--- src/rtl/update_index_ring_with_overflow_core_macros.svh ---
// assertion macros for the update index ring
`ifndef UPDATE_INDEX_RING_WITH_OVERFLOW_CORE_MACROS_SVH
`define UPDATE_INDEX_RING_WITH_OVERFLOW_CORE_MACROS_SVH

`ifndef ASSERT_OFF
// property holds at every clock edge out of reset
`define UIRO_ASSERT(lbl, clk, rst_n, prop, msg) \
	lbl: assert property (@(posedge clk) disable iff (!rst_n) prop) else $error(msg);
// consequent checked in the cycle after the antecedent
`define UIRO_ASSERT_NEXT(lbl, clk, rst_n, ante, cons, msg) \
	lbl: assert property (@(posedge clk) disable iff (!rst_n) (ante) |=> (cons)) else $error(msg);
`else
`define UIRO_ASSERT(lbl, clk, rst_n, prop, msg)
`define UIRO_ASSERT_NEXT(lbl, clk, rst_n, ante, cons, msg)
`endif

`endif

--- src/rtl/uiro_pkg.sv ---
package uiro_pkg;

	localparam int IDX_W   = 10;
	localparam int PROBE_W = 6;
	localparam int KIND_W  = 2;

	localparam logic [KIND_W-1:0] KIND_VALID    = 2'd0;
	localparam logic [KIND_W-1:0] KIND_NONE     = 2'd1;
	localparam logic [KIND_W-1:0] KIND_OVERFLOW = 2'd2;

	localparam logic OP_MARK  = 1'b0;
	localparam logic OP_FETCH = 1'b1;

	// controller to datapath
	typedef struct packed {
		logic load;   // capture input word
		logic home;   // reduce item index to home slot
		logic rot;    // build rotated probe window
		logic pick;   // claim first free slot or flag overflow
		logic fetch;  // pop lowest used slot
		logic out;    // load output register
	} cmd_t;

	// datapath to controller
	typedef struct packed {
		logic ovf;
		logic out_free;
	} sts_t;

endpackage

--- src/rtl/uiro_ctrl.sv ---
module uiro_ctrl (
	input  logic            clk,
	input  logic            arst_n,
	input  logic            s_tvalid,
	input  logic            s_tuser,
	output logic            s_tready,
	input  uiro_pkg::sts_t  sts,
	output uiro_pkg::cmd_t  cmd
);

	localparam logic [2:0] ST_IDLE  = 3'd0;
	localparam logic [2:0] ST_HOME  = 3'd1;
	localparam logic [2:0] ST_ROT   = 3'd2;
	localparam logic [2:0] ST_PICK  = 3'd3;
	localparam logic [2:0] ST_FETCH = 3'd4;
	localparam logic [2:0] ST_FOUT  = 3'd5;

	logic [2:0] state_q;
	logic [2:0] state_d;
	logic       acc;

	assign s_tready = (state_q == ST_IDLE);
	assign acc      = s_tvalid & s_tready;

	always_comb begin
		state_d   = state_q;
		cmd       = '0;
		cmd.load  = acc;
		unique case (state_q)
			ST_IDLE: begin
				if (acc) begin
					// a mark while overflow is pending leaves the slot flags and the overflow flag as they are
					if (s_tuser == uiro_pkg::OP_FETCH)
						state_d = ST_FETCH;
					else if (!sts.ovf)
						state_d = ST_HOME;
				end
			end
			ST_HOME: begin
				cmd.home = 1'b1;
				state_d  = ST_ROT;
			end
			ST_ROT: begin
				cmd.rot = 1'b1;
				state_d = ST_PICK;
			end
			ST_PICK: begin
				cmd.pick = 1'b1;
				state_d  = ST_IDLE;
			end
			ST_FETCH: begin
				cmd.fetch = 1'b1;
				state_d   = ST_FOUT;
			end
			ST_FOUT: begin
				if (sts.out_free) begin
					cmd.out = 1'b1;
					state_d = ST_IDLE;
				end
			end
			default: state_d = ST_IDLE;
		endcase
	end

	always_ff @(posedge clk or negedge arst_n) begin
		if (!arst_n)
			state_q <= ST_IDLE;
		else
			state_q <= state_d;
	end

endmodule

--- src/rtl/uiro_dp.sv ---
module uiro_dp #(
	parameter int SLOTS = 64
) (
	input  logic                                 clk,
	input  logic                                 arst_n,
	input  uiro_pkg::cmd_t                       cmd,
	output uiro_pkg::sts_t                       sts,
	input  logic [uiro_pkg::IDX_W-1:0]           in_item,
	input  logic [uiro_pkg::PROBE_W-1:0]         in_extra,
	input  logic                                 out_ready,
	output logic                                 out_valid,
	output logic [uiro_pkg::KIND_W-1:0]          out_kind,
	output logic [uiro_pkg::IDX_W-1:0]           out_index
);

	localparam int IW    = uiro_pkg::IDX_W;
	localparam int SW    = (SLOTS > 1) ? $clog2(SLOTS) : 1;
	localparam int RECIP = (2 ** IW) / SLOTS;
	localparam int RW    = $clog2(RECIP + 1);
	localparam int PW    = IW + RW;
	localparam int QW    = IW + RW;

	localparam logic [IW:0] SLOTS_X = (IW + 1)'(SLOTS);
	localparam logic [SW:0] SLOTS_S = (SW + 1)'(SLOTS);

	logic [IW-1:0]               item_q;
	logic [uiro_pkg::PROBE_W-1:0] extra_q;
	logic [RW-1:0]               quot_q;
	logic [SW-1:0]               home_q;
	logic [SLOTS-1:0]            rot_q;
	logic [SLOTS-1:0]            used_q;
	logic                        ovf_q;
	logic [uiro_pkg::KIND_W-1:0] kind_q;
	logic [IW-1:0]               rd_q;
	logic [IW-1:0]               mem [SLOTS];

	logic [PW-1:0]      prod;
	logic [QW-1:0]      qs_full;
	logic [IW:0]        rem;
	logic [IW:0]        rem_fix;
	logic [2*SLOTS-1:0] free_dbl;
	logic [2*SLOTS-1:0] free_sh;
	logic [SLOTS-1:0]   win;
	logic [SW-1:0]      probe_off;
	logic               found;
	logic [SW:0]        pos_sum;
	logic [SW-1:0]      pos;
	logic [SW-1:0]      fidx;
	logic               any_used;

	// quotient estimate by reciprocal, low by at most one
	assign prod = {{RW{1'b0}}, in_item} * PW'(RECIP);

	// remainder, then one correcting subtract
	assign qs_full = {{IW{1'b0}}, quot_q} * QW'(SLOTS);
	assign rem     = {1'b0, item_q} - {1'b0, qs_full[IW-1:0]};
	assign rem_fix = (rem >= SLOTS_X) ? (rem - SLOTS_X) : rem;

	// free slots seen from the home slot upward, with wrap
	assign free_dbl = {~used_q, ~used_q};
	assign free_sh  = free_dbl >> home_q;

	always_comb begin
		for (int j = 0; j < SLOTS; j++)
			win[j] = (32'(j) <= 32'(extra_q));
	end

	always_comb begin
		probe_off = '0;
		found     = 1'b0;
		for (int j = SLOTS - 1; j >= 0; j--) begin
			if (rot_q[j]) begin
				probe_off = SW'(j);
				found     = 1'b1;
			end
		end
	end

	assign pos_sum = {1'b0, home_q} + {1'b0, probe_off};
	always_comb begin
		if (pos_sum >= SLOTS_S)
			pos = SW'(pos_sum - SLOTS_S);
		else
			pos = pos_sum[SW-1:0];
	end

	always_comb begin
		fidx     = '0;
		any_used = 1'b0;
		for (int j = SLOTS - 1; j >= 0; j--) begin
			if (used_q[j]) begin
				fidx     = SW'(j);
				any_used = 1'b1;
			end
		end
	end

	always_ff @(posedge clk) begin
		if (cmd.load) begin
			item_q  <= in_item;
			extra_q <= in_extra;
			quot_q  <= prod[PW-1:IW];
		end
		if (cmd.home)
			home_q <= rem_fix[SW-1:0];
		if (cmd.rot)
			rot_q <= free_sh[SLOTS-1:0] & win;
		if (cmd.fetch) begin
			if (ovf_q)
				kind_q <= uiro_pkg::KIND_OVERFLOW;
			else if (any_used)
				kind_q <= uiro_pkg::KIND_VALID;
			else
				kind_q <= uiro_pkg::KIND_NONE;
		end
		if (cmd.out) begin
			out_kind  <= kind_q;
			out_index <= (kind_q == uiro_pkg::KIND_VALID) ? rd_q : '0;
		end
	end

	// index store
	always_ff @(posedge clk) begin
		if (cmd.pick && found)
			mem[pos] <= item_q;
		if (cmd.fetch)
			rd_q <= mem[fidx];
	end

	always_ff @(posedge clk or negedge arst_n) begin
		if (!arst_n) begin
			used_q    <= '0;
			ovf_q     <= 1'b0;
			out_valid <= 1'b0;
		end else begin
			if (cmd.pick) begin
				if (found)
					used_q[pos] <= 1'b1;
				else
					ovf_q <= 1'b1;
			end
			if (cmd.fetch) begin
				if (ovf_q) begin
					used_q <= '0;
					ovf_q  <= 1'b0;
				end else if (any_used) begin
					used_q[fidx] <= 1'b0;
				end
			end
			if (cmd.out)
				out_valid <= 1'b1;
			else if (out_ready)
				out_valid <= 1'b0;
		end
	end

	assign sts.ovf      = ovf_q;
	assign sts.out_free = !out_valid || out_ready;

endmodule

--- src/rtl/update_index_ring_with_overflow_core.sv ---
// update index ring: records which item indices changed in a ring of SLOTS slots.
// a mark word (tuser 0) probes from slot item_index mod SLOTS upward with wrap for
// extra_probes+1 slots and claims the first free one; with no free slot it raises
// the overflow flag, and with an overflow already pending it is dropped; it gives
// no result word. a fetch word (tuser 1) always gives one result: overflow (flag
// cleared, ring emptied, caller must rescan everything), the index held in the
// lowest used slot (slot freed), or no entries. a mark steps through accept with
// the reciprocal multiply, home-slot correction, rotated probe window, then
// priority pick and write; a mark that meets a pending overflow is dropped in its
// accept cycle. a fetch steps through accept, priority pick on the slot flags with
// the index store read, then output load, which waits for the result register.
// the index store has one registered read port, which sets the fetch length. the
// slot flags sit in flops and are cleared at reset, so there is no clearing pass.
// a new word is taken only when the previous one is done; a finished result may
// still wait in the output register while the next word is accepted.
`include "update_index_ring_with_overflow_core_macros.svh"

module update_index_ring_with_overflow_core #(
	parameter int SLOTS = 64
) (
	input  logic        clk,
	input  logic        arst_n,
	// input stream
	input  logic        s_tvalid,
	output logic        s_tready,
	input  logic [15:0] s_tdata,   // [9:0] item_index, [15:10] extra_probes
	input  logic        s_tuser,   // [0] operation
	// result stream
	output logic        m_tvalid,
	input  logic        m_tready,
	output logic [15:0] m_tdata,   // [9:0] result_index, [15:10] zero
	output logic [1:0]  m_tuser    // [1:0] result_kind
);

	uiro_pkg::cmd_t                 cmd;
	uiro_pkg::sts_t                 sts;
	logic [uiro_pkg::IDX_W-1:0]     out_index;

	// sequencer: one word in flight
	uiro_ctrl u_ctrl (
		.clk      (clk),
		.arst_n   (arst_n),
		.s_tvalid (s_tvalid),
		.s_tuser  (s_tuser),
		.s_tready (s_tready),
		.sts      (sts),
		.cmd      (cmd)
	);

	// slot flags, index store, probe and pick logic, result register
	uiro_dp #(
		.SLOTS (SLOTS)
	) u_dp (
		.clk       (clk),
		.arst_n    (arst_n),
		.cmd       (cmd),
		.sts       (sts),
		.in_item   (s_tdata[9:0]),
		.in_extra  (s_tdata[15:10]),
		.out_ready (m_tready),
		.out_valid (m_tvalid),
		.out_kind  (m_tuser),
		.out_index (out_index)
	);

	// upper bits of the result word are padding
	assign m_tdata = {6'd0, out_index};

	// a fetch taken with the result register empty shows its result after the fetch and output-load states
	`UIRO_ASSERT(a_fetch_result, clk, arst_n,
		(s_tvalid && s_tready && s_tuser == uiro_pkg::OP_FETCH && !m_tvalid) |-> ##3 m_tvalid,
		"fetch did not produce a result word")

	// a mark never produces a result word
	`UIRO_ASSERT_NEXT(a_mark_silent, clk, arst_n,
		s_tvalid && s_tready && s_tuser == uiro_pkg::OP_MARK && !m_tvalid, !m_tvalid,
		"mark produced a result word")

	// only the three defined result kinds leave the block
	`UIRO_ASSERT(a_kind_legal, clk, arst_n,
		m_tvalid |-> (m_tuser == uiro_pkg::KIND_VALID || m_tuser == uiro_pkg::KIND_NONE ||
			m_tuser == uiro_pkg::KIND_OVERFLOW),
		"undefined result kind")

	// index is zero unless it is a valid index result
	`UIRO_ASSERT(a_index_zero, clk, arst_n,
		(m_tvalid && m_tuser != uiro_pkg::KIND_VALID) |-> (m_tdata == 16'd0),
		"non-zero index on a result without an index")

endmodule
--- config.mk ---
export PLATFORM = sky130hd
export DESIGN_NAME = update_index_ring_with_overflow_core
export DESIGN_NICKNAME = d
export VERILOG_FILES = /design/src/rtl/uiro_pkg.sv /design/src/rtl/uiro_ctrl.sv /design/src/rtl/uiro_dp.sv /design/src/rtl/update_index_ring_with_overflow_core.sv
export VERILOG_INCLUDE_DIRS = /design/src /design/src/rtl
export SDC_FILE = /design/constraint.sdc
export NUM_CORES = 1
export LEC_CHECK = 0
export ABC_AREA = 0
export BUFFER_PORTS_ARGS = -buffer_cell sky130_fd_sc_hd__clkbuf_2
export CAP_MARGIN = 15
export CORE_ASPECT_RATIO = 1.1
export CORE_MARGIN = 4
export CORE_UTILIZATION = 35
export DETAILED_ROUTE_END_ITERATION = 8
export PLACE_DENSITY_LB_ADDON = 0.05
export SLEW_MARGIN = 40
export SYNTH_ARGS = -nofsm -noshare
export SYNTH_HDL_FRONTEND = slang
export SYNTH_HIERARCHICAL = 1
export SYNTH_SLANG_ARGS = --single-unit
--- constraint.sdc ---
create_clock -name clk -period 16.1 [get_ports clk]
set_input_delay 3.22 -clock clk [delete_from_list [all_inputs] [get_ports clk]]
set_output_delay 3.22 -clock clk [all_outputs]
set_load 0.1 [all_outputs]
==> results.yml, run 1 <==
outcome:
  run_status: "finished, final reports clean"
cells_and_area:
  number_of_diodes: 0
  area_growth_syn_to_layout_pct: 13.4
  nets: 2887
  drive_above_1_share_pct: 17.1
  design_area_um2: 42600
  final-instance-count-excl-fill: 4328
  n_fill_cell: 10037
critical_path:
  ff2ff_path_depth: 18
  critPathArrivalTime_ns: 6.46
  worstSetupEndpointType: "register"
  critical_path.reg2reg.startpoint: "u_dp/rot_q[61]$_DFFE_PP_"
  setup.worst_path.start_class: "register"
  cp-endpoint: "u_dp/mem[40][0]$_DFFE_PP_"
  crit_path_launch: "u_dp/rot_q[61]$_DFFE_PP_"
  criticalPathCategory: "reg2reg"
  regToRegEndpoint: "u_dp/mem[40][0]$_DFFE_PP_"
  path_max_fanout: 10
  reg2reg_slack_ns: 9.93
  worst-endpoint-required_ns: 16.39
clocking:
  root_buffer: "sky130_fd_sc_hd__clkbuf_16"
  cts_resizes: 0
  hold_buf_count_cts: 0
  clock_insertion_delay_worst_skew_ns: 0.69
  tritoncts.num_buffers: 91
  clock-sinks: 819
  ctsHtreeMaxLevel: 3
  max-clock-path-buffers: 3
  cts.reportedPaths.clkPinSlew_ns: 0.06
  tritoncts: "yes"
  post_cts_buffers: 0
die:
  fp.dieW_um: 320
  die_h_um: 352
  num_io_pins: 41
  design.core.area_um2: 106000
  starting_density_pct: 35.4
  die_area_um2: 113000
  num_rows: 125
sta:
  timing_max_transition_violations_final: 0
  slew_headroom_pct: 42.0
  max_slew.worst_pin.slew_ns: 0.870
  timing.clock.skew_ns: 0.0438
  timing.setup.tns_ns: 0
  rsz0062_at_grt: "no"
  max_freq_mhz: 162
  final_hold_viol_count: 0
  finalSetupViolCount: 0
  fin_crit_ns: 6.17
  post-route-period-util_pct: 38.3
job:
  cap_violations: 0
drt:
  detail_route.first_pass.iterations: 6
  wire_per_inst_um: 32.9
  totalWireLength_um: 142000
  post_drt_via_cell_ratio: 6.02
  via_count: 26059
  route.detailed.drc: 0
  postRouteAntennaNets: 0
  dr.first_iter.drc_count: 3048
synthesis:
  ys_ff_latch: 819
  synthesized_cell_area_um2: 37500
  yosys.cell_types.count: 87
  syn-mean-instance-area_um2: 13.2
  yosys_warnings: 6
  post_synth_inst_count: 2839
  synth-async-reset-ratio_pct: 8.42
  dominantRegCellSynth: "sky130_fd_sc_hd__edfxtp_1"
  post_synth_edffs: 750
  seq_area_frac_synth_pct: 64.6
placement:
  gpl.final_weighted_congestion: 0.883
  post-place-cells: 4164
  port_buffers: 34
  dpl_cell_area_um2: 39600
  dpl.hpwl_um: 95200
global_routing:
  gr-total-overflow: 0
  maximum_number_of_pins_on_one_net_before_global_route_repair: 75
  antenna_found_initial: 3
  grt_first_pass_wirelength_um: 200000
  first_global_vias: 25612
  gr-usage-all-layers_pct: 24.9
worst_hold_path:
  min_path_type: "reg2reg"
-- state kept, by name, indices dropped and copies added (netlist names) --
register and cells:
u_dp/ovf_q 1, u_ctrl/state_q 3, u_dp/used_q 64, u_dp/rot_q 64, u_dp/mem 640, u_dp/out_kind 2
u_dp/out_valid 1, u_dp/out_index 10, u_dp/extra_q 6, u_dp/kind_q 2, u_dp/rd_q 10, u_dp/home_q 6
u_dp/item_q 10
-- worst max-delay path: stages (launching register included) --
cell and delay (ns):
sky130_fd_sc_hd__edfxtp_1 0.43, sky130_fd_sc_hd__o31ai_1 0.28, sky130_fd_sc_hd__a211oi_1 0.11, sky130_fd_sc_hd__o31ai_1 0.20, sky130_fd_sc_hd__a211oi_1 0.11, sky130_fd_sc_hd__o31ai_1 0.22
sky130_fd_sc_hd__a211oi_1 0.12, sky130_fd_sc_hd__o31ai_1 0.23, sky130_fd_sc_hd__a21oi_1 0.11, sky130_fd_sc_hd__o41ai_1 0.40, sky130_fd_sc_hd__a22o_1 0.31, sky130_fd_sc_hd__ha_1 0.27
sky130_fd_sc_hd__a21o_1 0.15, sky130_fd_sc_hd__a21oi_1 0.32, sky130_fd_sc_hd__o21bai_1 0.10, sky130_fd_sc_hd__a21oi_1 0.54, sky130_fd_sc_hd__xor2_4 0.56, sky130_fd_sc_hd__nand2_1 0.52
sky130_fd_sc_hd__nor2_1 0.78
-- layout make-up --
type / count / area [um2] / area share (%)
Sequential cell: 819 / 24200 / 57.0
Multi-Input combinational cell: 1796 / 12700 / 29.8
Clock buffer: 116 / 2390 / 5.62
Tap cell: 1397 / 1750 / 4.11
Timing Repair Buffer: 118 / 865 / 2.03
Clock inverter: 48 / 489 / 1.15
Inverter: 34 / 129 / 0.303
-- cell families after synthesis --
| family | count (synthesis) | synth area share, % |
|---|---|---|
| xor+xnor | 9 | 0.210 |
| mux | 254 | 9.85 |
| other cells | 1 | 0.00999 |
| buf+inv | 229 | 2.54 |
| flops | 819 | 64.6 |
| compound gates | 724 | 13.0 |
| fa+ha+maj | 6 | 0.220 |
| simple gates | 797 | 9.55 |
-- cells in the final DEF (no fill, tap or decap), types with 12 or more instances in the layout --
| master | count |
|---|---|
| sky130_fd_sc_hd__buf_4 | 71 |
| sky130_fd_sc_hd__o31ai_1 | 14 |
| sky130_fd_sc_hd__a22oi_1 | 49 |
| sky130_fd_sc_hd__inv_1 | 33 |
| sky130_fd_sc_hd__a221oi_1 | 52 |
| sky130_fd_sc_hd__and3_1 | 24 |
| sky130_fd_sc_hd__nand4_1 | 12 |
| sky130_fd_sc_hd__dfrtp_1 | 69 |
| sky130_fd_sc_hd__o22ai_1 | 12 |
| sky130_fd_sc_hd__a31oi_1 | 24 |
| sky130_fd_sc_hd__or4_1 | 14 |
| sky130_fd_sc_hd__mux2i_1 | 95 |
| sky130_fd_sc_hd__mux4_2 | 85 |
| sky130_fd_sc_hd__a211oi_1 | 70 |
| sky130_fd_sc_hd__nor4_1 | 35 |
| sky130_fd_sc_hd__clkinv_2 | 13 |
| sky130_fd_sc_hd__o21ai_0 | 109 |
| sky130_fd_sc_hd__clkbuf_16 | 92 |
| sky130_fd_sc_hd__a22o_1 | 23 |
| sky130_fd_sc_hd__nor3_1 | 51 |
| sky130_fd_sc_hd__nor2_1 | 178 |
| sky130_fd_sc_hd__a222oi_1 | 21 |
| sky130_fd_sc_hd__o211ai_1 | 18 |
| sky130_fd_sc_hd__mux2_2 | 74 |
| sky130_fd_sc_hd__clkbuf_1 | 24 |
| sky130_fd_sc_hd__edfxtp_1 | 750 |
| sky130_fd_sc_hd__buf_6 | 13 |
| sky130_fd_sc_hd__clkinv_1 | 19 |
| sky130_fd_sc_hd__nand2b_1 | 12 |
| sky130_fd_sc_hd__nor2_2 | 53 |
| sky130_fd_sc_hd__nand2_1 | 307 |
| sky130_fd_sc_hd__clkbuf_2 | 33 |
| sky130_fd_sc_hd__and2_1 | 16 |
| sky130_fd_sc_hd__nand3_1 | 46 |
| sky130_fd_sc_hd__a21oi_1 | 210 |
| sky130_fd_sc_hd__a221o_1 | 14 |
-- through the flow --
stage | worst slack, ns | hold WS (ns) | util (%)
floorplan | 10.30 | 0.427 | -
global placement | 9.73 | 0.511 | 37.2
CTS | 9.85 | 0.534 | 40.0
global route | 9.57 | 0.572 | 40.1
detailed placement | 9.94 | 0.512 | 37.3
finish | 9.93 | 0.536 | 40.1
-- how the worst min path moves through the flow --
stage,cells after the start,to,start
final,1,u_dp/out_index[5]$_SDFFCE_PP0P_,u_dp/rd_q[5]$_DFFE_PP_
after global routing,1,u_dp/out_index[5]$_SDFFCE_PP0P_,u_dp/rd_q[5]$_DFFE_PP_
after CTS,1,u_dp/out_index[5]$_SDFFCE_PP0P_,u_dp/rd_q[5]$_DFFE_PP_
after detailed placement,1,u_dp/out_index[5]$_SDFFCE_PP0P_,u_dp/rd_q[5]$_DFFE_PP_
after global placement,1,u_dp/out_index[5]$_SDFFCE_PP0P_,u_dp/rd_q[5]$_DFFE_PP_
after floorplan,0,u_dp/out_kind[1]$_DFFE_PP_,u_dp/kind_q[1]$_SDFFCE_PP1P_
-- synth_stat cells (35+ instances only) --
library cell,count,area share [%]
sky130_fd_sc_hd__a221oi_1,52,1.2
sky130_fd_sc_hd__dfrtp_1,69,4.6
sky130_fd_sc_hd__mux2_2,74,2.2
sky130_fd_sc_hd__o21ai_0,110,1.5
sky130_fd_sc_hd__clkbuf_1,108,1.1
sky130_fd_sc_hd__a22oi_1,49,0.98
sky130_fd_sc_hd__nor4_1,35,0.58
sky130_fd_sc_hd__nand3_1,46,0.61
sky130_fd_sc_hd__nand2_1,310,3.1
sky130_fd_sc_hd__a21oi_1,213,2.8
sky130_fd_sc_hd__nor2_1,235,2.3
sky130_fd_sc_hd__mux2i_1,95,2.5
sky130_fd_sc_hd__a211oi_1,71,1.4
sky130_fd_sc_hd__edfxtp_1,750,60
sky130_fd_sc_hd__nor3_1,53,0.71
sky130_fd_sc_hd__mux4_2,85,5.1
sky130_fd_sc_hd__buf_1,43,0.43
-- routing by layer --
layer / wire (um) / global-route usage [%] / part of all wire, % / up-vias
li1: - / - / - / 11194
met1: 56700 / 31.2 / 40 / 13619
met2: 72300 / 43.7 / 51 / 1027
met3: 7870 / 3.49 / 5.5 / 217
met4: 5310 / 9.81 / 3.7 / 2
met5: 13 / 0 / 0.0091 / -
Power of run 1 is not shown: default switching activity piles up to over one toggle a cycle in this logic, so the estimate is an artifact.
==> run 2, diff against run 1 <==
- ABC_AREA: 0 -> 1
- clock period: 16.1 -> 5.49 ns (I/O delays scaled with it)
==> results.yml, run 2 <==
critical_path:
  setup.worst_path.start_class: "register"
  cp.buffers_inverters: 8
  timing.critical_path.max_delay_family: "compound AO/OA/AOI/OAI gates"
  ff2ff_path_depth: 60
  worst-endpoint-required_ns: 5.88
  cell_mode_on_critical_path: "sky130_fd_sc_hd__nand2_1"
  critical_path.reg2reg.startpoint: "u_dp/rot_q[61]$_DFFE_PP_"
  crit_path_launch: "u_dp/rot_q[61]$_DFFE_PP_"
  worstSetupEndpointType: "register"
  regToRegEndpoint: "u_dp/mem[22][2]$_DFFE_PP_"
  path_max_fanout: 10
  reg2reg_slack_ns: -0.65
  critical_path.max_stage_delay_ns: 0.38
  critPathArrivalTime_ns: 6.53
  timing.critical_path.slowest_stage_cell: "sky130_fd_sc_hd__edfxtp_1"
  criticalPathCategory: "reg2reg"
sta:
  rsz0062_at_grt: "yes"
  max_slew.worst_pin.slew_ns: 0.886
  timing.clock.skew_ns: 0.0534
  final_hold_viol_count: 0
  setup_ws_ns: -0.648
  timing_max_transition_violations_final: 0
  post-route-period-util_pct: 112
  finalSetupViolCount: 714
  whs_ns: 0.364
  fin_crit_ns: 6.14
  max_freq_mhz: 163
  timing.setup.tns_ns: -382.22
  slew_headroom_pct: 40.5
synthesis:
  post_synth_inst_count: 4121
  yosys_top_cell_area_share_pct: 57.7
  synthesized_cell_area_um2: 39100
  seq_area_frac_synth_pct: 62.1
  yosys_warnings: 6
  synth.top_cells.by_area: "sky130_fd_sc_hd__edfxtp_1 58%, sky130_fd_sc_hd__nand2_1 11%, sky130_fd_sc_hd__nand3_1 6.7%, sky130_fd_sc_hd__dfrtp_1 4.4%, sky130_fd_sc_hd__nor2_1 4.3%"
  top_cells_by_count_synth: "1099 x sky130_fd_sc_hd__nand2_1, 750 x sky130_fd_sc_hd__edfxtp_1, 524 x sky130_fd_sc_hd__nand3_1"
  ys_ff_latch: 819
  dominantRegCellSynth: "sky130_fd_sc_hd__edfxtp_1"
  synth.largest_area_cell: "sky130_fd_sc_hd__edfxtp_1"
  post_synth_edffs: 750
  synth-async-reset-ratio_pct: 8.42
  syn-mean-instance-area_um2: 9.48
  yosys.cell_types.count: 47
  synth_most_common_cell: "sky130_fd_sc_hd__nand2_1"
global_routing:
  grt_first_pass_wirelength_um: 211000
  gr-usage-all-layers_pct: 24.8
  gr-total-overflow: 0
  antenna_found_initial: 3
  maximum_number_of_pins_on_one_net_before_global_route_repair: 69
  first_global_vias: 29875
worst_hold_path:
  min_path_type: "in2async"
cells_and_area:
  nets: 4408
  largestRegisters: "u_dp/mem (640), u_dp/rot_q (64), u_dp/used_q (64)"
  layout.cells.most_common_list: "1093 x sky130_fd_sc_hd__nand2_1, 750 x sky130_fd_sc_hd__edfxtp_1, 518 x sky130_fd_sc_hd__nand3_1"
  max_flop_register: "u_dp/mem"
  drive_above_1_share_pct: 16.2
  area_growth_syn_to_layout_pct: 22.6
  largest_register_ffs: 640
  layout_commonest_cell: "sky130_fd_sc_hd__nand2_1"
  design_area_um2: 47900
clocking:
  clock-sinks: 819
  clock_insertion_delay_worst_skew_ns: 0.69
  cts.reportedPaths.clkPinSlew_ns: 0.06
  ctsHtreeMaxLevel: 3
  max-clock-path-buffers: 3
  root_buffer: "sky130_fd_sc_hd__clkbuf_16"
  tritoncts: "yes"
  hold_buf_count_cts: 0
  tritoncts.num_buffers: 93
placement:
  dpl.hpwl_um: 104000
  dpl_cell_area_um2: 44000
  gpl.final_weighted_congestion: 0.941
  pre_cts_slack_ns: -0.878
  port_buffers: 34
die:
  die_h_um: 358
  num_io_pins: 41
  die_area_um2: 117000
  num_rows: 128
  design.core.area_um2: 111000
  starting_density_pct: 35.2
  fp.dieW_um: 327
drt:
  via_count: 30938
  route.detailed.drc: 0
  postRouteAntennaNets: 0
  post_drt_via_cell_ratio: 5.19
  dr.first_iter.drc_count: 2820
  totalWireLength_um: 147000
  detail_route.first_pass.iterations: 8
  wire_per_inst_um: 24.7
job:
  cap_violations: 0
outcome:
  run_status: "finished with violations"
  violations: "negative setup slack"
==> run 2: changes by cell type after synthesis, moves of 77 or more <==
cell	previous run	this run
sky130_fd_sc_hd__inv_1	33	313
sky130_fd_sc_hd__o21ai_0	110	272
sky130_fd_sc_hd__nand3_1	46	524
sky130_fd_sc_hd__a21oi_1	213	68
sky130_fd_sc_hd__mux2i_1	95	18
sky130_fd_sc_hd__nand2_1	310	1099
sky130_fd_sc_hd__mux4_2	85	0
sky130_fd_sc_hd__nor2_1	235	447
==> run 2: how the worst max path moves through the flow <==
| stage | end | slack [ns] | depth (start not counted) |
|---|---|---|---|
| finish | u_dp/mem[22][2]$_DFFE_PP_ | -0.65 | 60 |
| global route | u_dp/mem[22][6]$_DFFE_PP_ | -1.26 | 60 |
| CTS | u_dp/mem[22][4]$_DFFE_PP_ | -0.64 | 54 |
| detailed placement | u_dp/mem[17][5]$_DFFE_PP_ | -0.88 | 57 |
| global placement | u_dp/mem[22][4]$_DFFE_PP_ | -0.98 | 57 |
| floorplan | u_dp/mem[16][0]$_DFFE_PP_ | -0.17 | 47 |
==> run 2: layout make-up <==
type | instances | area, um2
fill | 10877 | 62900
sequential | 819 | 24200
multi-input combinational | 2753 | 13400
timing repair buffer | 388 | 4200
clock buffer | 118 | 2430
tap | 1495 | 1870
inverter | 326 | 1230
clock inverter | 55 | 512
antenna | 3 | 7.51
==> run 2: repair_timing <==
item / 4_1_cts / 5_1_grt
buffers inserted: 22 / 7
resized for setup: 108 / 48
pin swaps: 11 / 8
gates cloned: 4 / 1
hold endpoints to repair: 0 / 0
setup endpoints to repair: 714 / 714
==> run 2: worst reg2reg max path: cells and delay by family, from the launching register on <==
kind,cells,cell delay (ns)
flops,1,0.38
fa+ha+maj,1,0.17
compound gates,24,2.46
simple gates,27,1.85
buf+inv,8,0.97
==> run 2: cell families (layout without fill, tap and decap cells) <==
| group | after synthesis | count (layout) | synth area share (%) |
|---|---|---|---|
| fa+ha+maj | 6 | 6 | 0.211 |
| mux | 18 | 18 | 0.461 |
| buf+inv | 554 | 887 | 5.72 |
| compound gates | 476 | 476 | 7.18 |
| simple gates | 2244 | 2244 | 24.3 |
| other cells | 1 | 9 | 0.00960 |
| flops | 819 | 819 | 62.1 |
| xor+xnor | 3 | 3 | 0.0673 |
==> run 2: stage by stage <==
| step | cells | util [%] |
|---|---|---|
| 6_report | 5957 | 43.2 |
| 5_1_grt | 5954 | 43.2 |
| 4_1_cts | 5949 | 43.0 |
| 3_5_place_dp | 5750 | 39.7 |
| 3_3_place_gp | 5750 | 39.7 |
| 2_1_floorplan | 4126 | - |
==> run 2: layer usage <==
metal  part of all wire (%)  GRT usage [%]  vias up
li1                       -              -    14638
met1                     44           33.7    15217
met2                     47           41.5      898
met3                    5.3           3.30      185
met4                    2.8           7.39        0
met5                      0              0        -
Power of run 2 is left out for the same reason.
